===== src/rtl/core/uvs_pkg.sv =====
// uvs_pkg: shared types, constants and arithmetic helpers of the UV-sphere mesh generator.
// No dependencies; used by every module in rtl/core.
`default_nettype none
package uvs_pkg;

  localparam int MAX_RINGS_DEF    = 256;
  localparam int MAX_SECTORS_DEF  = 256;
  localparam int ANGLE_STAGES_DEF = 16;

  localparam int CNT_W    = 9;
  localparam int RAD_W    = 16;
  localparam int IDX_W    = 16;
  localparam int COORD_W  = 17;
  localparam int CFG_IW   = 2;
  localparam int DIV_W    = 11;
  localparam int DIV_STEPS = 33;
  localparam int CW       = 34;
  localparam int UW       = 32;

  localparam logic [CFG_IW-1:0] REG_RING_COUNT    = 2'd0;
  localparam logic [CFG_IW-1:0] REG_SECTOR_COUNT  = 2'd1;
  localparam logic [CFG_IW-1:0] REG_SPHERE_RADIUS = 2'd2;

  localparam logic FUNC_VERTEX = 1'b0;
  localparam logic FUNC_QUAD   = 1'b1;

  localparam logic signed [CW-1:0] CORDIC_SEED = 34'sd652032874;
  localparam int COORD_LIMIT = 65535;

  typedef struct packed {
    logic             func;
    logic             err;
    logic [IDX_W-1:0] idx_a;
    logic [IDX_W-1:0] idx_d;
  } meta_t;

  typedef struct packed {
    logic [DIV_W-1:0]     rem;
    logic [DIV_STEPS-1:0] n;
  } div_lane_t;

  typedef struct packed {
    logic      valid;
    meta_t     meta;
    div_lane_t th;
    div_lane_t ph;
  } div_stage_t;

  typedef struct packed {
    logic                 flip;
    logic signed [CW-1:0] x;
    logic signed [CW-1:0] y;
    logic signed [CW-1:0] z;
  } cor_lane_t;

  typedef struct packed {
    logic      valid;
    meta_t     meta;
    cor_lane_t th;
    cor_lane_t ph;
  } cor_stage_t;

  function automatic logic [31:0] atan_turn(input int i);
    logic [31:0] v;
    unique case (i)
      0:  v = 32'h20000000;
      1:  v = 32'h12E4051E;
      2:  v = 32'h09FB385B;
      3:  v = 32'h051111D4;
      4:  v = 32'h028B0D43;
      5:  v = 32'h0145D7E1;
      6:  v = 32'h00A2F61E;
      7:  v = 32'h00517C55;
      8:  v = 32'h0028BE53;
      9:  v = 32'h00145F2F;
      10: v = 32'h000A2F98;
      11: v = 32'h000517CC;
      12: v = 32'h00028BE6;
      13: v = 32'h000145F3;
      14: v = 32'h0000A2FA;
      15: v = 32'h0000517D;
      16: v = 32'h000028BE;
      17: v = 32'h0000145F;
      18: v = 32'h00000A30;
      19: v = 32'h00000518;
      20: v = 32'h0000028C;
      21: v = 32'h00000146;
      22: v = 32'h000000A3;
      23: v = 32'h00000051;
      default: v = 32'h0;
    endcase
    return v;
  endfunction

  // Q1.30 product, rounded half up
  function automatic logic signed [UW-1:0] mul_q30(input logic signed [UW-1:0] a,
                                                   input logic signed [UW-1:0] b);
    logic signed [2*UW-1:0] p;
    p = a * b + 64'sd536870912;
    return p[61:30];
  endfunction

  // Q1.30 times Q8.8 radius, rounded half up, saturated
  function automatic logic signed [COORD_W-1:0] scale_out(input logic signed [UW-1:0] u,
                                                          input logic [RAD_W-1:0] rad);
    logic signed [UW+RAD_W:0] p;
    logic signed [UW+RAD_W-30:0] t;
    logic signed [COORD_W-1:0] v;
    p = u * $signed({1'b0, rad}) + 49'sd536870912;
    t = p[UW+RAD_W:30];
    if (t > 19'sd65535)       v = 17'sd65535;
    else if (t < -19'sd65535) v = -17'sd65535;
    else                      v = t[COORD_W-1:0];
    return v;
  endfunction

endpackage
`default_nettype wire


===== src/rtl/core/uvs_div_cell.sv =====
// uvs_div_cell: one restoring-division step for the polar and azimuth angle lanes.
// Depends on uvs_pkg.
`default_nettype none
module uvs_div_cell (
  input  wire logic                       clk,
  input  wire logic                       rst_n,
  input  wire logic                       en,
  input  wire logic [uvs_pkg::DIV_W-1:0]  div_th,
  input  wire logic [uvs_pkg::DIV_W-1:0]  div_ph,
  input  wire uvs_pkg::div_stage_t        stage_i,
  output uvs_pkg::div_stage_t             stage_o
);

  uvs_pkg::div_stage_t stage_r, stage_nxt;

  function automatic uvs_pkg::div_lane_t step(input uvs_pkg::div_lane_t l,
                                              input logic [uvs_pkg::DIV_W-1:0] d);
    uvs_pkg::div_lane_t o;
    logic [uvs_pkg::DIV_W-1:0] t;
    logic ge;
    t = {l.rem[uvs_pkg::DIV_W-2:0], l.n[uvs_pkg::DIV_STEPS-1]};
    ge = (t >= d);
    o.rem = ge ? t - d : t;
    o.n = {l.n[uvs_pkg::DIV_STEPS-2:0], ge};
    return o;
  endfunction

  always_comb begin
    stage_nxt = stage_i;
    stage_nxt.th = step(stage_i.th, div_th);
    stage_nxt.ph = step(stage_i.ph, div_ph);
  end

  always_ff @(posedge clk) begin
    if (!rst_n) begin
      stage_r.valid <= 1'b0;
    end else if (en) begin
      stage_r <= stage_nxt;
    end
  end

  assign stage_o = stage_r;

endmodule
`default_nettype wire


===== config.mk =====
export PLATFORM = sky130hd
export DESIGN_NAME = uvs_div_cell
export DESIGN_NICKNAME = d
export VERILOG_FILES = /design/src/rtl/core/uvs_pkg.sv /design/src/rtl/core/uvs_div_cell.sv
export SDC_FILE = /design/constraint.sdc
export NUM_CORES = 1
export LEC_CHECK = 0
export ABC_AREA = 1
export BUFFER_PORTS_ARGS = -buffer_cell sky130_fd_sc_hd__buf_2
export CAP_MARGIN = 10
export CORE_AREA = 3 3 114 116
export CTS_CLUSTER_DIAMETER = 150
export DETAILED_ROUTE_END_ITERATION = 7
export DIE_AREA = 0 0 117 119
export PLACE_DENSITY_LB_ADDON = 0.3
export SYNTH_ARGS = -nofsm -noshare
export SYNTH_HDL_FRONTEND = slang
export SYNTH_SLANG_ARGS = --single-unit

===== constraint.sdc =====
create_clock -name clk -period 9.8 [get_ports clk]
set_input_delay 1.96 -clock clk [delete_from_list [all_inputs] [get_ports clk]]
set_output_delay 1.96 -clock clk [all_outputs]
set_load 0.05 [all_outputs]

==> summary.md <==
| Metric | Value |
|---|---|
| Die Ht | 119 um |
| Cell Area, Synth | about 5400 um2 |
| Setup Buffers After CTS | 0 |
| R2R depth | 2 |
| Crit-path slowest cell | nor2_1 |
| Resized cells post-CTS | 0 |
| CTS H-tree lvls | 4 |
| Share of cells above drive strength 1 | a little over two fifths |
| First-pass GRT wire length | 21,000 um |
| Number of remaining DRC errors | 0 |
| Final hold slack | 0.587 ns |
| Global route overflow | 0 |
| Syn nets | 624 |
| Fillers | roughly 980 |
| Critical Path Source Type | primary input |
| Most frequent CP cell | nand2_1 |
| Largest cells by area after synthesis | edfxtp_1 (68%), nand2_1 (8.5%), ha_1 (5.1%), inv_1 (4.7%), nand3_1 (4.1%) |
| Placed cells | around 860 |
| Post-Place Worst Slack | ~5.6 ns |
| Post-synth top area cell | edfxtp_1 |
| Routed vias | ~4.2k |
| Endpoints failing setup | 0 |
| HPWL after DPL | 10,900 um |
| Initial Util | between 40% and 50% |
| RD Place Congestion | 0.861 |
| Max FO, Critical Path | 13 |
| Largest net degree at the start of global routing | 76 |
| Tot GR Track Use | between 10% and 20% |
| CP endpoint kind | register |
| Vias in the first global route | just over 4k |
| Final nets | just over 900 |
| Hold Path End | stage_o[122] |
| Synth Register Bits | about 120 |
| Fin. Hold Viols | 0 |
| Die width | 117 um |
| Hold-fix buffers, CTS | 0 |
| Final Worst Setup Slack | ~6 ns |
| R2r endpoint | stage_o[122] |
| Slowest cell delay on critical path | ~0.63 ns |
| Slew margin rel. | 38.6% |
| Final core occ | just over 60% |
| Hold wc startpoint | stage_o[122] |
| Root Buffer | clkbuf_16 |
| CP delay by family, top | simple AND/OR/NAND/NOR gates |
| N_diodes | 0 |
| TritonCTS Buffers | 17 |
| Mean post-synth cell area | about 12 um2 |
| Unrepaired setup endpoints after global routing | false |
| CTS Buffer Depth | 2 |
| Min Tclk post-route | ~3.8 ns |
| Drt initial violations | 276 |
| Ys Warns | 0 |
| Antenna-violating nets left | 0 |
| Clk Latency, worst-skew pair | around 0.4 ns |
| Buf/Inv on CP | 3 |
| Worst-path cell chain | buf_2 -> inv_1 -> ha_1 -> nand2_1 -> inv_1 -> a21oi_1 -> nand2_1 -> nor2_1 -> nand2_2 -> nand3_1 -> nand2_1 |
| P per Cell Area | roughly 210 nW/um2 |
| Reg2reg start | stage_o[122] |
| Worst EP required | roughly 10 ns |
| Synth top area share | 68.3% |
| CTS tree | yes |
| Share of the yosys chip area belonging to registers | between 60% and 70% |
| DRT Pass-1 Iters | 4 |
| Post-synthesis cell type count | 25 |
| Syn-to-layout area delta | 38.9% |
| Avg WL per Cell | approximately 16 um |
| Status | completed |
| Clock transition at path regs | ~0.06 ns |
| Area of the die | approximately 14,000 um2 |
| I/O pin count | ~270 |
| Drt total wl | 14,000 um |
| IO buf count | 268 |
| Sink Count | 123 |
| Core ar. | about 12,000 um2 |
| Arr. time, crit path | between 3 and 4 ns |
| Vias per Instance | ~4.7 |
| Cell count after synthesis | 452 |
| Maximum vdd drop | around 0.000090 V |
| Non-filler cells, final | just under 900 |
| Row cnt | 40 |
| Final slew viol count | 0 |
| Worst-case clock skew | 0 ns |
| Max_cap viols | 0 |
| Max FFs per register | 123 |
| Worst min path class | reg2reg |
| P_leak | 3.62 nW |
| Hold depth | 2 |
| Antenna violations before repair | 1 |
| R2r setup slk | a little over 9 ns |
| Setup TNS | 0 ns |
| Worst Tran Pin Value | approximately 0.9 ns |
| Setup CP Type | in2reg |
| Fmax | between 200 and 300 MHz |
| Tcrit/Tclk final | 39.0% |
## per-stage QoR
stage | area, um2 | total power, W
CTS | 7450 | 0.00159
global route | 7450 | 0.00164
global placement | 6850 | 0.000953
floorplan | 5360 | 0.000874
detailed placement | 6850 | 0.000958
finish | 7450 | 0.00157
## cell usage after synthesis
cell type  instances
nor2_2             1
o21ai_1            1
inv_2              1
a21oi_2            1
nand4_1            4
a21oi_1           10
buf_2              3
fa_1               2
buf_4              1
buf_6              1
nand3b_1           3
nand3_1           44
xor2_1             8
nand2_1          121
inv_1             67
dfxtp_1            1
nand3_2            4
edfxtp_1         122
ha_1              22
buf_8              1
or2_2              1
nand2_4            2
nor2_1            24
nand2_2            4
o21ai_0            3
## power breakdown
part / internal, W / switching [W] / leakage, nW
sequential: 0.000626 / 0.00000831 / 1.15
combinational: 0.0000805 / 0.000231 / 2.18
clock: 0.000400 / 0.000225 / 0.288
## cell type report
type                    count  area [um2]  share of cell area [%]
well taps                 147         184                    2.47
inverters                  68         258                    3.46
flip-flops and latches    123        3680                    49.4
repair buffers            269        1350                    18.1
multi-input cells         255        1380                    18.5
clock inverters            14         171                    2.30
clock buffers              18         429                    5.76
## how the worst max path moves through the flow
stage,startpoint,to,slack [ns],depth (start not counted)
after global routing,div_th[7],stage_o[77],5.75,11
after CTS,div_th[9],stage_o[84],6.00,11
final,div_th[9],stage_o[84],5.98,11
after floorplan,rst_n,stage_o[0],4.98,2
after global placement,div_th[10],stage_o[86],5.58,11
after detailed placement,div_th[9],stage_o[84],5.57,11
## layout by cell type, fill, tap and decap left out
| cell | instances |
|---|---|
| buf_2 | 268 |
| edfxtp_1 | 122 |
| nand2_1 | 121 |
| inv_1 | 66 |
| nand3_1 | 44 |
| nor2_1 | 24 |
| ha_1 | 22 |
| clkbuf_16 | 17 |
| a21oi_1 | 10 |
| xor2_1 | 8 |
| nand2_2 | 4 |
| nand4_1 | 4 |
| nand3_2 | 4 |
| clkinv_4 | 4 |
| nand3b_1 | 3 |
| o21ai_0 | 3 |
| bufinv_16 | 3 |
| nand2_4 | 2 |
| fa_1 | 2 |
| clkinvlp_4 | 2 |
| clkinv_2 | 2 |
| inv_6 | 2 |
| nor2_2 | 1 |
| inv_2 | 1 |
| a21oi_2 | 1 |
| o21ai_1 | 1 |
| or2_2 | 1 |
| inv_4 | 1 |
| clkbuf_1 | 1 |
| clkinv_1 | 1 |
| buf_4 | 1 |
| dfxtp_1 | 1 |
## metal layers
layer	part of all wire, %	wire [um]	vias up	global-route usage [%]
li1	-	-	2091	-
met1	38	5250	1938	22.5
met3	9.1	1270	23	7.37
met2	51	7160	161	33.8
met4	2.0	286	2	8.17
met5	0.050	7	-	0
## tightest hold or removal path, stage by stage (launching register included)
cell     delay (ns)
dfxtp_1        0.31
o21ai_0        0.18
a21oi_1        0.05
## cell families (layout without fill, tap and decap cells)
logic type      count (synthesis)  count (layout)  synth area share, %
simple gates                  208             208                 17.0
xor+xnor                        8               8                 1.31
buf+inv                        74             369                 5.67
flops                         123             123                 68.7
fa+ha+maj                      24              24                 5.88
compound gates                 15              15                 1.47
(Power assumes the default switching activity.)
