--- src/rtl/core/uvs_pkg.sv ---
// uvs_pkg: shared types, constants and arithmetic helpers of the UV-sphere mesh generator.
// No dependencies; used by every module in rtl/core.
`default_nettype none
package uvs_pkg;

  localparam int MAX_RINGS_DEF    = 256;
  localparam int MAX_SECTORS_DEF  = 256;
  localparam int ANGLE_STAGES_DEF = 16;

  localparam int CNT_W    = 9;
  localparam int RAD_W    = 16;
  localparam int IDX_W    = 16;
  localparam int COORD_W  = 17;
  localparam int CFG_IW   = 2;
  localparam int DIV_W    = 11;
  localparam int DIV_STEPS = 33;
  localparam int CW       = 34;
  localparam int UW       = 32;

  localparam logic [CFG_IW-1:0] REG_RING_COUNT    = 2'd0;
  localparam logic [CFG_IW-1:0] REG_SECTOR_COUNT  = 2'd1;
  localparam logic [CFG_IW-1:0] REG_SPHERE_RADIUS = 2'd2;

  localparam logic FUNC_VERTEX = 1'b0;
  localparam logic FUNC_QUAD   = 1'b1;

  localparam logic signed [CW-1:0] CORDIC_SEED = 34'sd652032874;
  localparam int COORD_LIMIT = 65535;

  typedef struct packed {
    logic             func;
    logic             err;
    logic [IDX_W-1:0] idx_a;
    logic [IDX_W-1:0] idx_d;
  } meta_t;

  typedef struct packed {
    logic [DIV_W-1:0]     rem;
    logic [DIV_STEPS-1:0] n;
  } div_lane_t;

  typedef struct packed {
    logic      valid;
    meta_t     meta;
    div_lane_t th;
    div_lane_t ph;
  } div_stage_t;

  typedef struct packed {
    logic                 flip;
    logic signed [CW-1:0] x;
    logic signed [CW-1:0] y;
    logic signed [CW-1:0] z;
  } cor_lane_t;

  typedef struct packed {
    logic      valid;
    meta_t     meta;
    cor_lane_t th;
    cor_lane_t ph;
  } cor_stage_t;

  function automatic logic [31:0] atan_turn(input int i);
    logic [31:0] v;
    unique case (i)
      0:  v = 32'h20000000;
      1:  v = 32'h12E4051E;
      2:  v = 32'h09FB385B;
      3:  v = 32'h051111D4;
      4:  v = 32'h028B0D43;
      5:  v = 32'h0145D7E1;
      6:  v = 32'h00A2F61E;
      7:  v = 32'h00517C55;
      8:  v = 32'h0028BE53;
      9:  v = 32'h00145F2F;
      10: v = 32'h000A2F98;
      11: v = 32'h000517CC;
      12: v = 32'h00028BE6;
      13: v = 32'h000145F3;
      14: v = 32'h0000A2FA;
      15: v = 32'h0000517D;
      16: v = 32'h000028BE;
      17: v = 32'h0000145F;
      18: v = 32'h00000A30;
      19: v = 32'h00000518;
      20: v = 32'h0000028C;
      21: v = 32'h00000146;
      22: v = 32'h000000A3;
      23: v = 32'h00000051;
      default: v = 32'h0;
    endcase
    return v;
  endfunction

  // Q1.30 product, rounded half up
  function automatic logic signed [UW-1:0] mul_q30(input logic signed [UW-1:0] a,
                                                   input logic signed [UW-1:0] b);
    logic signed [2*UW-1:0] p;
    p = a * b + 64'sd536870912;
    return p[61:30];
  endfunction

  // Q1.30 times Q8.8 radius, rounded half up, saturated
  function automatic logic signed [COORD_W-1:0] scale_out(input logic signed [UW-1:0] u,
                                                          input logic [RAD_W-1:0] rad);
    logic signed [UW+RAD_W:0] p;
    logic signed [UW+RAD_W-30:0] t;
    logic signed [COORD_W-1:0] v;
    p = u * $signed({1'b0, rad}) + 49'sd536870912;
    t = p[UW+RAD_W:30];
    if (t > 19'sd65535)       v = 17'sd65535;
    else if (t < -19'sd65535) v = -17'sd65535;
    else                      v = t[COORD_W-1:0];
    return v;
  endfunction

endpackage
`default_nettype wire

--- src/rtl/core/uvs_cordic_cell.sv ---
// uvs_cordic_cell: one rotation-mode CORDIC step for both angle lanes.
// Depends on uvs_pkg.
`default_nettype none
module uvs_cordic_cell #(
  parameter int STAGE = 0
) (
  input  wire logic                 clk,
  input  wire logic                 rst_n,
  input  wire logic                 en,
  input  wire uvs_pkg::cor_stage_t  stage_i,
  output uvs_pkg::cor_stage_t       stage_o
);

  localparam logic signed [uvs_pkg::CW-1:0] ATAN =
    $signed({2'b00, uvs_pkg::atan_turn(STAGE)});

  uvs_pkg::cor_stage_t stage_r, stage_nxt;

  function automatic uvs_pkg::cor_lane_t rot(input uvs_pkg::cor_lane_t l);
    uvs_pkg::cor_lane_t o;
    logic signed [uvs_pkg::CW-1:0] dx;
    logic signed [uvs_pkg::CW-1:0] dy;
    dx = l.y >>> STAGE;
    dy = l.x >>> STAGE;
    o.flip = l.flip;
    if (!l.z[uvs_pkg::CW-1]) begin
      o.x = l.x - dx;
      o.y = l.y + dy;
      o.z = l.z - ATAN;
    end else begin
      o.x = l.x + dx;
      o.y = l.y - dy;
      o.z = l.z + ATAN;
    end
    return o;
  endfunction

  always_comb begin
    stage_nxt = stage_i;
    stage_nxt.th = rot(stage_i.th);
    stage_nxt.ph = rot(stage_i.ph);
  end

  always_ff @(posedge clk) begin
    if (!rst_n) begin
      stage_r.valid <= 1'b0;
    end else if (en) begin
      stage_r <= stage_nxt;
    end
  end

  assign stage_o = stage_r;

endmodule
`default_nettype wire

--- config.mk ---
export PLATFORM = sky130hd
export DESIGN_NAME = uvs_cordic_cell
export DESIGN_NICKNAME = d
export VERILOG_FILES = /design/src/rtl/core/uvs_pkg.sv /design/src/rtl/core/uvs_cordic_cell.sv
export SDC_FILE = /design/constraint.sdc
export NUM_CORES = 1
export LEC_CHECK = 0
export BUFFER_PORTS_ARGS = -buffer_cell sky130_fd_sc_hd__clkbuf_2
export CELL_PAD_IN_SITES_DETAIL_PLACEMENT = 1
export CELL_PAD_IN_SITES_GLOBAL_PLACEMENT = 2
export CORE_UTILIZATION = 35
export CTS_CLUSTER_SIZE = 40
export DETAILED_ROUTE_END_ITERATION = 7
export PLACE_DENSITY = 0.95
export SYNTH_ARGS = -nofsm -noshare
export SYNTH_HDL_FRONTEND = slang
export SYNTH_SLANG_ARGS = --single-unit
--- constraint.sdc ---
create_clock -name clk -period 9.49 [get_ports clk]
set_clock_uncertainty 0.05 [all_clocks]
set_input_delay 0.4745 -clock clk [delete_from_list [all_inputs] [get_ports clk]]
set_output_delay 0.4745 -clock clk [all_outputs]
set_load 0.02 [all_outputs]
==> impl_results.md, run 1 <==
* Status: finished, final reports clean
* Resized cells post-CTS at 0
* CP arrival at 3.87 ns
* Syn avg cell area at 9.300 um^2
* Unrepaired setup endpoints after global routing: false
* Post-CTS Setup Bufs at 0
* Syn Inst Count at 2,062
* Final Setup Violations at 0
* RD Place Congestion at 0.9368
* EDFF count, synth at 238
* Crit path from: stage_i[42]
* Vias per inst at 5.612
* Root Buffer: clkbuf_16
* Sw frac at 35.63%
* Most common cell after layout, fill and taps aside: clkbuf_2
* Total global routing track utilization at 27.54%
* Xor/xnor share of the synthesized area at 6.120%
* Endpoint type of the worst setup path: flip-flop
* Chip height at 236.1 um
* Mapped Area at 19,180 um^2
* Detailed router's first-iteration violation count at 1,550
* Starting Density at 35.49%
* Internal at 2481 uW
* Max VDD drop at 121.1 uV
* Reg power frac at 35.1%
* Total Power at 3855 uW
* Critical Path RT at 9.77 ns
* Number of buffers created by CTS at 30
* Post-synthesis register bit count at 239
* Mux cell area share after synthesis at 1.572%
* R2R cell count at 2
* Dominant cell type by area after synthesis: edfxtp_1
* Largest family of logic cells by synthesized area: compound AO/OA/AOI/OAI gates
* Drt wl/cell at 24.13 um
* Fin Setup TNS at 0 ns
* Final WL at 79.65 mm
* Compound-Gate Fraction of Synth Area at 22.36%
* TritonRoute pass-1 iters at 5
* Overflow after GRT at 0
* Die Wd at 236.1 um
* Yosys top cell area share at 37.27%
* Async set or reset register ratio after synthesis at 0%
* Top cells by area, synth: edfxtp_1 37%, ha_1 13%, a21oi_1 6.5%, xnor2_1 5.3%, inv_1 3.9%
* ANT nets after route at 0
* Total of max-cap violations at 0
* Worst r2r src: stage_o[240]$_SDFFE_PN0P_
* Filler cells at 6,364
* Pwr/cell area at 160.2 nW/um^2
* Row count at 85
* Synth Area in Adders at 14.15%
* Worst Hold Class: primary input to flip-flop
* Reg clk slew, reported paths at 0.06 ns
* Critical path fanouts, max at 14
* Setup crit end: stage_o[64]$_DFFE_PP_
* CP Class: primary input to flip-flop
* Area grow syn2layout at 25.49%
* Via count at 18,525
* Syn_nets at 2,518
* Reg area at 7167 um^2
* Combinational power share at 32.5%
* Sequential-to-total area share from yosys stat at 37.37%
* Initial antenna violation count at 4
* H-tree depth at 1
* DPL Wire Length at 60.19 mm
* Worst Tran Pin Value at 0.9780 ns
* Hold_buf cts at 89
* Sw Pwr at 1373 uW
* DR DRC count at 0
* Top FF cell, synth: edfxtp_1
* Share of post-route cells with drive strength above 1 at 22.47%
* Fin. max-slew vios at 0
* Clock Latency Late Sink at 0.61 ns
* Most frequent cells in the layout: 484 x clkbuf_2, 250 x a21oi_1, 238 x edfxtp_1, 204 x ha_1, 199 x inv_1
* Maximum root-to-sink buffer count at 3
* Crit start category: primary input
* Clk network pwr share at 32.5%
* Flop2flop setup slack at 8.75 ns
* Max reg flops at 239
* CTS sink cnt at 239
* R2R Path End: stage_o[240]$_SDFFE_PN0P_
* Fmax at 278.6 MHz
* Largest net degree at the start of global routing at 75
* Simple logic cell fraction of the synthesized area at 12.04%
* Vias in the first global route at 19,079
* Hold Fails Final Rpt at 0
* Final #Nets at 3,038
* Post-synth cell types at 91
* Worst slew margin at 34.30%
* Synth warn at 0
* Port buffer count at 484
* Minimum clock period at 3.589 ns
* Core area at 54,030 um^2
* Die area at 55,730 um^2
* I/O pin count at 485
* CTS tree: done
* Leak at 0.01066 uW
* Area of the multi-input gates at 10,790 um^2
* Fin crit share at 37.82%
* Global-route wire length before repair at 118.9 mm
## power groups by stage
stage	clock (uW)	sequential, uW	combinational (uW)
floorplan	0	1490	645
global placement	0	1360	1170
detailed placement	0	1370	1180
CTS	1260	1350	1230
global route	1310	1360	1340
finish	1250	1350	1250
## cell families after synthesis
kind of cell / after synthesis
AOI/OAI and AO/OA: 670
muxes: 30
buffers and inverters: 309
and+or+nand+nor: 468
DFF: 239
adders and majority gates: 212
xor gates and xnor gates: 134
## worst min-delay path by stage
stage               cells after the start  slack, ns                   endpoint                      start
floorplan                               0       0.52       stage_o[0]$_DFFE_PP_                 stage_i[0]
global placement                        2       0.45  stage_o[240]$_SDFFE_PN0P_  stage_o[240]$_SDFFE_PN0P_
detailed placement                      2       0.53  stage_o[240]$_SDFFE_PN0P_  stage_o[240]$_SDFFE_PN0P_
CTS                                     1      0.002     stage_o[237]$_DFFE_PP_               stage_i[237]
global route                            1       0.01     stage_o[237]$_DFFE_PP_               stage_i[237]
finish                                  1       0.02     stage_o[237]$_DFFE_PP_               stage_i[237]
## stage by stage
stage | hold WS, ns | area (um^2) | setup WS (ns) | utilization (%) | cells
global route | 0.01343 | 24060 | 5.848 | 44.54 | 3301
CTS | 0.002033 | 24050 | 6.145 | 44.52 | 3299
floorplan | 0.5234 | 19180 | 2.954 | - | 2062
global placement | 0.4487 | 22110 | 5.579 | 40.92 | 3156
detailed placement | 0.5302 | 22110 | 5.516 | 40.92 | 3156
finish | 0.02311 | 24060 | 5.901 | 44.54 | 3301
## layout make-up
cell class / instances / area share [%]
antenna: 1 / 0.01040
clock buffer: 33 / 3.167
clock inverter: 21 / 1.196
inverter: 216 / 3.369
multi-input combinational: 1514 / 44.83
sequential: 239 / 29.78
tap: 696 / 3.619
timing repair buffer: 581 / 14.03
## cells in the mapped netlist (5+ instances only)
master	n
nand4_1	27
inv_1	199
o21bai_1	44
o2111ai_1	5
or2_1	5
o21a_1	19
o211ai_1	15
a211o_1	6
clkbuf_1	57
buf_1	10
buf_4	8
xor2_1	19
o21ai_0	125
a21oi_1	250
a221oi_1	8
nor3_1	43
xnor2_1	115
nand2b_1	24
a21o_1	45
mux2i_1	29
nand2_1	85
nor2b_1	25
inv_2	6
or3_1	8
fa_1	8
and2_1	10
a211oi_1	14
a22oi_1	10
and3_1	10
o31ai_1	21
ha_1	204
clkinv_1	11
or2_2	9
buf_2	16
a311oi_1	5
nor2_1	148
a31oi_1	27
edfxtp_1	238
nand3b_1	5
nor4_1	22
nand3_1	29
## per-layer routing
metal	vias up	wire, um	global-route usage, %
li1	8459	-	-
met1	9090	33550	35.52
met2	811	37760	46.40
met3	159	5755	5.266
met4	6	2552	8.338
met5	-	33	0
## worst max-delay path, stage by stage
cell,delay (ns)
clkbuf_2,0.11
inv_1,0.05
ha_1,0.50
a21o_1,0.28
a21o_1,0.21
a211oi_1,0.39
o21ai_0,0.19
nor3b_2,0.34
o31ai_2,0.17
a2111oi_1,0.87
a211oi_2,0.11
xnor2_1,0.18
Note: power is estimated with default switching activity, not from simulation.
==> run 2, diff against run 1 <==
--- a/config.mk
+++ b/config.mk
@@ -5,13 +5,14 @@
 export SDC_FILE = /design/constraint.sdc
 export NUM_CORES = 1
 export LEC_CHECK = 0
+export ABC_AREA = 1
 export BUFFER_PORTS_ARGS = -buffer_cell sky130_fd_sc_hd__clkbuf_2
 export CELL_PAD_IN_SITES_DETAIL_PLACEMENT = 1
 export CELL_PAD_IN_SITES_GLOBAL_PLACEMENT = 2
-export CORE_UTILIZATION = 35
+export CORE_UTILIZATION = 31
 export CTS_CLUSTER_SIZE = 40
 export DETAILED_ROUTE_END_ITERATION = 7
-export PLACE_DENSITY = 0.95
+export PLACE_DENSITY = 0.92
 export SYNTH_ARGS = -nofsm -noshare
 export SYNTH_HDL_FRONTEND = slang
 export SYNTH_SLANG_ARGS = --single-unit
==> constraint.sdc (replaced) <==
create_clock -name clk -period 3.4 [get_ports clk]
set_clock_uncertainty 0.05 [all_clocks]
set_input_delay 0.17 -clock clk [delete_from_list [all_inputs] [get_ports clk]]
set_output_delay 0.17 -clock clk [all_outputs]
set_load 0.02 [all_outputs]
==> impl_results.md, run 2 <==
* Critical path fanouts, max at 4
* Most common cell after layout, fill and taps aside: nand2_1
* Root Buffer: clkbuf_16
* Hold Fails Final Rpt at 0
* Sw frac at 39.72%
* Post-synth top cells: 923 x nand2_1, 474 x inv_1, 324 x nand3_1
* Total Power at 10,860 uW
* Syn avg cell area at 6.953 um^2
* Post-CTS Setup Bufs at 0
* Post-synth cell types at 46
* Drt wl/cell at 20.69 um
* Async set or reset register ratio after synthesis at 0%
* Internal at 6549 uW
* Post-route setup slack at 0.8151 ns
* Flop2flop setup slack at 2.08 ns
* Overflow after GRT at 0
* Endpoint type of the worst setup path: flip-flop
* Via count at 23,697
* Global-route wire length before repair at 147.1 mm
* DR DRC count at 0
* Clock Latency Late Sink at 0.62 ns
* Final #Nets at 4,187
* Synth warn at 0
* Initial antenna violation count at 9
* Xor/xnor share of the synthesized area at 2.177%
* Final Setup Violations at 0
* Die Wd at 269.1 um
* Detailed router's first-iteration violation count at 1,432
* Clk network pwr share at 29.9%
* Total of max-cap violations at 0
* Yosys top cell area share at 32.30%
* Area of the multi-input gates at 12,600 um^2
* Compound-Gate Fraction of Synth Area at 11.76%
* RD Place Congestion at 0.9794
* Vias in the first global route at 24,365
* H-tree depth at 1
* Leak at 0.01369 uW
* Worst r2r src: stage_o[240]$_SDFFE_PN0P_
* Worst Hold Class: primary input to flip-flop
* Fin crit share at 76.03%
* Mux cell area share after synthesis at 0.09049%
* Minimum clock period at 2.585 ns
* Mapped Area at 22,120 um^2
* ANT nets after route at 0
* Simple logic cell fraction of the synthesized area at 30.61%
* CTS sink cnt at 239
* Dominant cell type by area after synthesis: edfxtp_1
* Critical Path RT at 3.68 ns
* Vias per inst at 5.038
* TritonRoute pass-1 iters at 5
* Post-synthesis register bit count at 239
* Most frequent cells in the layout: 922 x nand2_1, 484 x clkbuf_2, 472 x inv_1, 324 x nand3_1, 257 x nor2_1
* Worst Tran Pin Value at 0.7245 ns
* CTS tree: done
* Top cells by area, synth: edfxtp_1 32%, nand2_1 16%, ha_1 12%, inv_1 8.0%, nand3_1 7.3%
* Hold path start: stage_i[137]
* Area grow syn2layout at 24.00%
* EDFF count, synth at 238
* Reg area at 7167 um^2
* Sequential-to-total area share from yosys stat at 32.39%
* Die area at 72,440 um^2
* Status: finished, final reports clean
* Starting Density at 31.48%
* Reg power frac at 34.2%
* Final WL at 97.31 mm
* Pwr/cell area at 396.0 nW/um^2
* CP Class: primary input to flip-flop
* Largest net degree at the start of global routing at 89
* Count leader, synth: nand2_1
* I/O pin count at 485
* Unrepaired setup endpoints after global routing: false
* Reg clk slew, reported paths at 0.06 ns
* Core area at 70,270 um^2
* Largest family of logic cells by synthesized area: simple AND/OR/NAND/NOR gates
* Top FF cell, synth: edfxtp_1
* Chip height at 269.1 um
* Post-Layout Cell Count at 4,704
* R2R cell count at 3
* Max reg flops at 239
* Hold Path Depth at 4
* Worst slew margin at 51.70%
* Share of post-route cells with drive strength above 1 at 16.25%
* Worst slack, placed at 0.6756 ns
* WHS Endpoint: stage_o[171]$_DFFE_PP_
* Cell total after placement at 4,534
* Number of buffers created by CTS at 30
* R2R Path End: stage_o[240]$_SDFFE_PN0P_
* Maximum root-to-sink buffer count at 3
* Row count at 97
* Syn Inst Count at 3,182
* Fin. max-slew vios at 0
* Syn_nets at 3,638
* Filler cells at 9,114
* Total global routing track utilization at 26.20%
* Hold WS at 0.03173 ns
* Combinational power share at 35.9%
* Port buffer count at 484
* Synth Area in Adders at 12.26%
* DPL Wire Length at 79.33 mm
* Crit start category: primary input
* Max VDD drop at 409.5 uV
* Fmax at 386.9 MHz
* Sw Pwr at 4315 uW
* CP arrival at 2.87 ns
==> run 2: cell types whose count changed in the layout (fill, tap and decap cells not counted), sizes merged, moves of 23 or more <==
| cell | change |
|---|---|
| nand2b | -24 |
| o21ai | +61 |
| nor2b | -25 |
| nor2 | +124 |
| xor2 | +34 |
| inv | +278 |
| xnor2 | -113 |
| nand2 | +843 |
| a21o | -39 |
| o31ai | -23 |
| mux2i | -27 |
| a31oi | -23 |
| nand3 | +296 |
==> run 2: through the flow <==
step,utilization [%],instance area (um^2),setup TNS [ns]
finish,39.04,27430,0
global route,39.03,27430,0
CTS,39.01,27410,0
detailed placement,36.11,25380,0
global placement,36.11,25380,0
floorplan,-,22140,-190.27
==> run 2: metal layers <==
metal  routed length [um]  share of wire [%]  up-vias  GRT usage [%]
met3                 5705                5.9      137          4.266
met4                 2595                2.7        2          7.233
met2                46550                 48      716          45.52
li1                     -                  -    11441              -
met5                   13              0.013        -              0
met1                42440                 44    11401          33.29
==> run 2: repair_timing <==
item	in CTS	in global routing
setup endpoints to repair	0	0
resized for setup	0	0
hold buffers	105	0
endpoints found under the hold margin	104	0
==> run 2: area by class of cell <==
cell class                 count  share of cell area (%)
clock inverter                20                  0.6933
sequential                   239                   26.13
inverter                     484                   6.636
timing repair buffer         607                   13.34
clock buffer                  36                   2.892
antenna                        9                 0.08210
tap                          940                   4.287
multi-input combinational   2369                   45.95
==> run 2: critical path, stage by stage <==
cell and delay, ns:
dlygate4sd3_1 0.55, clkbuf_2 0.13, inv_1 0.04, ha_1 0.25, fa_1 0.49, o21ai_2 0.28
nand2_1 0.11, nand2_1 0.11, nand2_1 0.12, nand2_1 0.25, nand2_1 0.12, nand2_1 0.08
nand2_1 0.05, nand3_1 0.07, nand2_1 0.06
==> run 2: power by group through the flow <==
stage,clock network [uW],registers (uW),logic [uW]
4_1_cts,3310,3710,3870
3_3_place_gp,0,3760,3690
5_1_grt,3440,3740,4270
2_1_floorplan,0,4060,2060
6_report,3250,3720,3900
3_5_place_dp,0,3770,3740
==> run 2: logic make-up (layout without fill, tap and decap cells) <==
kind of cell               Yosys count  count (layout)
and+or+nand+nor                   1615            1615
buffers and inverters              574            1147
AOI/OAI and AO/OA                  485             485
DFF                                239             239
adders and majority gates          212             212
xor gates and xnor gates            55              55
muxes                                2               2
other                                0               9
==> run 2: how the worst max path moves through the flow <==
stage | startpoint | endpoint | slack, ns | cells after the start
after floorplan | rst_n | stage_o[0]$_DFFE_PP_ | -0.80 | 2
after global placement | stage_i[45] | stage_o[97]$_DFFE_PP_ | 0.74 | 12
after detailed placement | stage_i[38] | stage_o[97]$_DFFE_PP_ | 0.68 | 14
after CTS | stage_i[68] | stage_o[100]$_DFFE_PP_ | 0.86 | 15
after global routing | stage_i[68] | stage_o[100]$_DFFE_PP_ | 0.68 | 15
final | stage_i[68] | stage_o[100]$_DFFE_PP_ | 0.82 | 15
==> run 3, diff against run 2 <==
--- a/config.mk
+++ b/config.mk
@@ -9,10 +9,10 @@
 export BUFFER_PORTS_ARGS = -buffer_cell sky130_fd_sc_hd__clkbuf_2
 export CELL_PAD_IN_SITES_DETAIL_PLACEMENT = 1
 export CELL_PAD_IN_SITES_GLOBAL_PLACEMENT = 2
-export CORE_UTILIZATION = 31
+export CORE_UTILIZATION = 28
 export CTS_CLUSTER_SIZE = 40
 export DETAILED_ROUTE_END_ITERATION = 7
-export PLACE_DENSITY = 0.92
+export PLACE_DENSITY = 0.88
 export SYNTH_ARGS = -nofsm -noshare
 export SYNTH_HDL_FRONTEND = slang
 export SYNTH_SLANG_ARGS = --single-unit
==> constraint.sdc (replaced) <==
create_clock -name clk -period 2.15 [get_ports clk]
set_clock_uncertainty 0.05 [all_clocks]
set_input_delay 0.1075 -clock clk [delete_from_list [all_inputs] [get_ports clk]]
set_output_delay 0.1075 -clock clk [all_outputs]
set_load 0.02 [all_outputs]
==> impl_results.md, run 3 (synthesis gave the netlist of run 2 again) <==
* CP arrival at 2.17 ns
* Worst slew margin at 46.80%
* ANT nets after route at 0
* CTS tree: done
* Reg clk slew, reported paths at 0.05 ns
* Crit start category: primary input
* Final Setup Violations at 0
* Largest net degree at the start of global routing at 86
* Max reg flops at 239
* Share of post-route cells with drive strength above 1 at 28.19%
* Flop2flop setup slack at 0.78 ns
* DPL Wire Length at 87.47 mm
* Final #Nets at 4,817
* Total of max-cap violations at 0
* Hold path start: stage_i[136]
* Area grow syn2layout at 46.81%
* CP Buf/Inv Count at 3
* WHS Endpoint: stage_o[133]$_DFFE_PP_
* Status: finished, final reports clean
* Port buffer count at 484
* TritonRoute pass-1 iters at 5
* Top sig layer: met5
* Leak at 0.01681 uW
* Fin crit share at 90.55%
* Critical Path RT at 2.37 ns
* Detailed router's first-iteration violation count at 1,357
* Pwr/cell area at 605.0 nW/um^2
* Worst Hold Class: primary input to flip-flop
* Crit path cell chain: clkbuf_2 > inv_1 > ha_1 > a21oi_1 > o21ai_0 > a21oi_1 > nand2_1 > buf_4 > xor2_1 > nand2_1 > nand2_1
* Core area at 77,850 um^2
* Maximum root-to-sink buffer count at 3
* Via count at 25,868
* Wl on met1 at 47.34 mm
* R2R cell count at 3
* Endpoint type of the worst setup path: flip-flop
* Total global routing track utilization at 25.50%
* Die area at 80,140 um^2
* Vias in the first global route at 27,082
* R2R Path End: stage_o[240]$_SDFFE_PN0P_
* Die Wd at 283.1 um
* Total Power at 19,650 uW
* Most common cell after layout, fill and taps aside: nand2_1
* Hold Fails Final Rpt at 0
* Chip height at 283.1 um
* Final WL at 105.6 mm
* Vias per inst at 4.765
* Met3 wire length at 5.006 mm
* Fmax at 513.6 MHz
* Critical path fanouts, max at 8
* Root Buffer: clkbuf_16
* Clock Latency Late Sink at 0.58 ns
* CP Class: primary input to flip-flop
* Global-route wire length before repair at 158.4 mm
* H-tree depth at 2
* DR DRC count at 0
* Slowest stage delay, CP at 0.42 ns
* I/O pin count at 485
* Met2 WL at 50.73 mm
* Starting Density at 28.42%
* Family with the most delay on the worst path: compound AO/OA/AOI/OAI gates
* Max stage delay cell, worst path: ha_1
* Hold Path Depth at 3
* Unrepaired setup endpoints after global routing: false
* RD Place Congestion at 0.9548
* Post-CTS Setup Bufs at 0
* Fin. max-slew vios at 0
* Final design utilization at 41.72%
* Overflow after GRT at 0
* Minimum clock period at 1.947 ns
* Number of buffers created by CTS at 34
* Most frequent cells in the layout: 922 x nand2_1, 636 x buf_4, 484 x clkbuf_2, 472 x inv_1, 324 x nand3_1
* Worst Tran Pin Value at 0.7980 ns
* CTS sink cnt at 239
* Drt wl/cell at 19.46 um
* Cell repeated most along the worst path: nand2_1
* Design Area, Final at 32,480 um^2
* Row count at 102
* Worst r2r src: stage_o[240]$_SDFFE_PN0P_
* Placement-stage cell area at 30,230 um^2
* Initial antenna violation count at 5
* Max VDD drop at 480.2 uV
[run 3: changes by cell type in the layout (fill, tap and decap cells not counted), sizes merged]
cell and delta:
clkinv +3, buf +625, clkinvlp -1, dlygate4sd3 +1, diode -5, inv -2
bufinv +4
[run 3: final cells by class]
| cell class | instances | area, um^2 |
|---|---|---|
| Antenna cell | 4 | 10.01 |
| Clock buffer | 36 | 858.3 |
| Timing Repair Buffer | 1233 | 8398 |
| Multi-Input combinational cell | 2369 | 12600 |
| Clock inverter | 24 | 320.3 |
| Sequential cell | 239 | 7167 |
| Fill cell | 10112 | 45370 |
| Tap cell | 1040 | 1301 |
| Inverter | 484 | 1821 |
[run 3: worst max path at each step]
stage | cells past startpoint | slack, ns | start | endpoint
4_1_cts | 13 | 0.28 | stage_i[38] | stage_o[101]$_DFFE_PP_
5_1_grt | 13 | 0.06 | stage_i[38] | stage_o[101]$_DFFE_PP_
3_3_place_gp | 16 | -0.26 | stage_i[142] | stage_o[161]$_DFFE_PP_
2_1_floorplan | 2 | -1.99 | rst_n | stage_o[0]$_DFFE_PP_
3_5_place_dp | 13 | -0.32 | stage_i[38] | stage_o[101]$_DFFE_PP_
6_report | 11 | 0.20 | stage_i[146] | stage_o[183]$_DFFE_PP_
[run 3: through the flow]
step | setup slack (ns) | cells | setup TNS (ns) | hold WS, ns
final | 0.2031 | 5429 | 0 | 0.04871
after global placement | -0.2554 | 5259 | -15.19 | 0.2342
after CTS | 0.2825 | 5425 | 0 | 0.02267
after detailed placement | -0.3223 | 5259 | -18.97 | 0.2367
after floorplan | -1.987 | 3182 | -472.89 | 0.1510
after global routing | 0.05774 | 5429 | 0 | 0.05779
[run 3: power breakdown]
group | switching (uW) | total, uW | internal [uW]
clock | 2490 | 6050 | 3560
combinational | 4660 | 7730 | 3070
sequential | 191 | 5870 | 5680
[run 3: timing repair]
| action | 4_1_cts | 5_1_grt |
|---|---|---|
| endpoints found under the setup margin | 0 | 0 |
| hold endpoints to repair | 107 | 0 |
| gates resized for setup | 0 | 0 |
| hold buffers | 106 | 0 |
[run 3: worst min-delay path, delay by kind of cell]
| kind | cells | cell delay [ns] |
|---|---|---|
| adders and majority gates | 1 | 0.20 |
| buffers and inverters | 2 | 0.24 |
[run 3: layer usage]
layer	GRT usage [%]	vias up
met2	44.72	662
met4	6.554	2
met5	0	-
met3	3.325	127
met1	32.76	12397
li1	-	12680
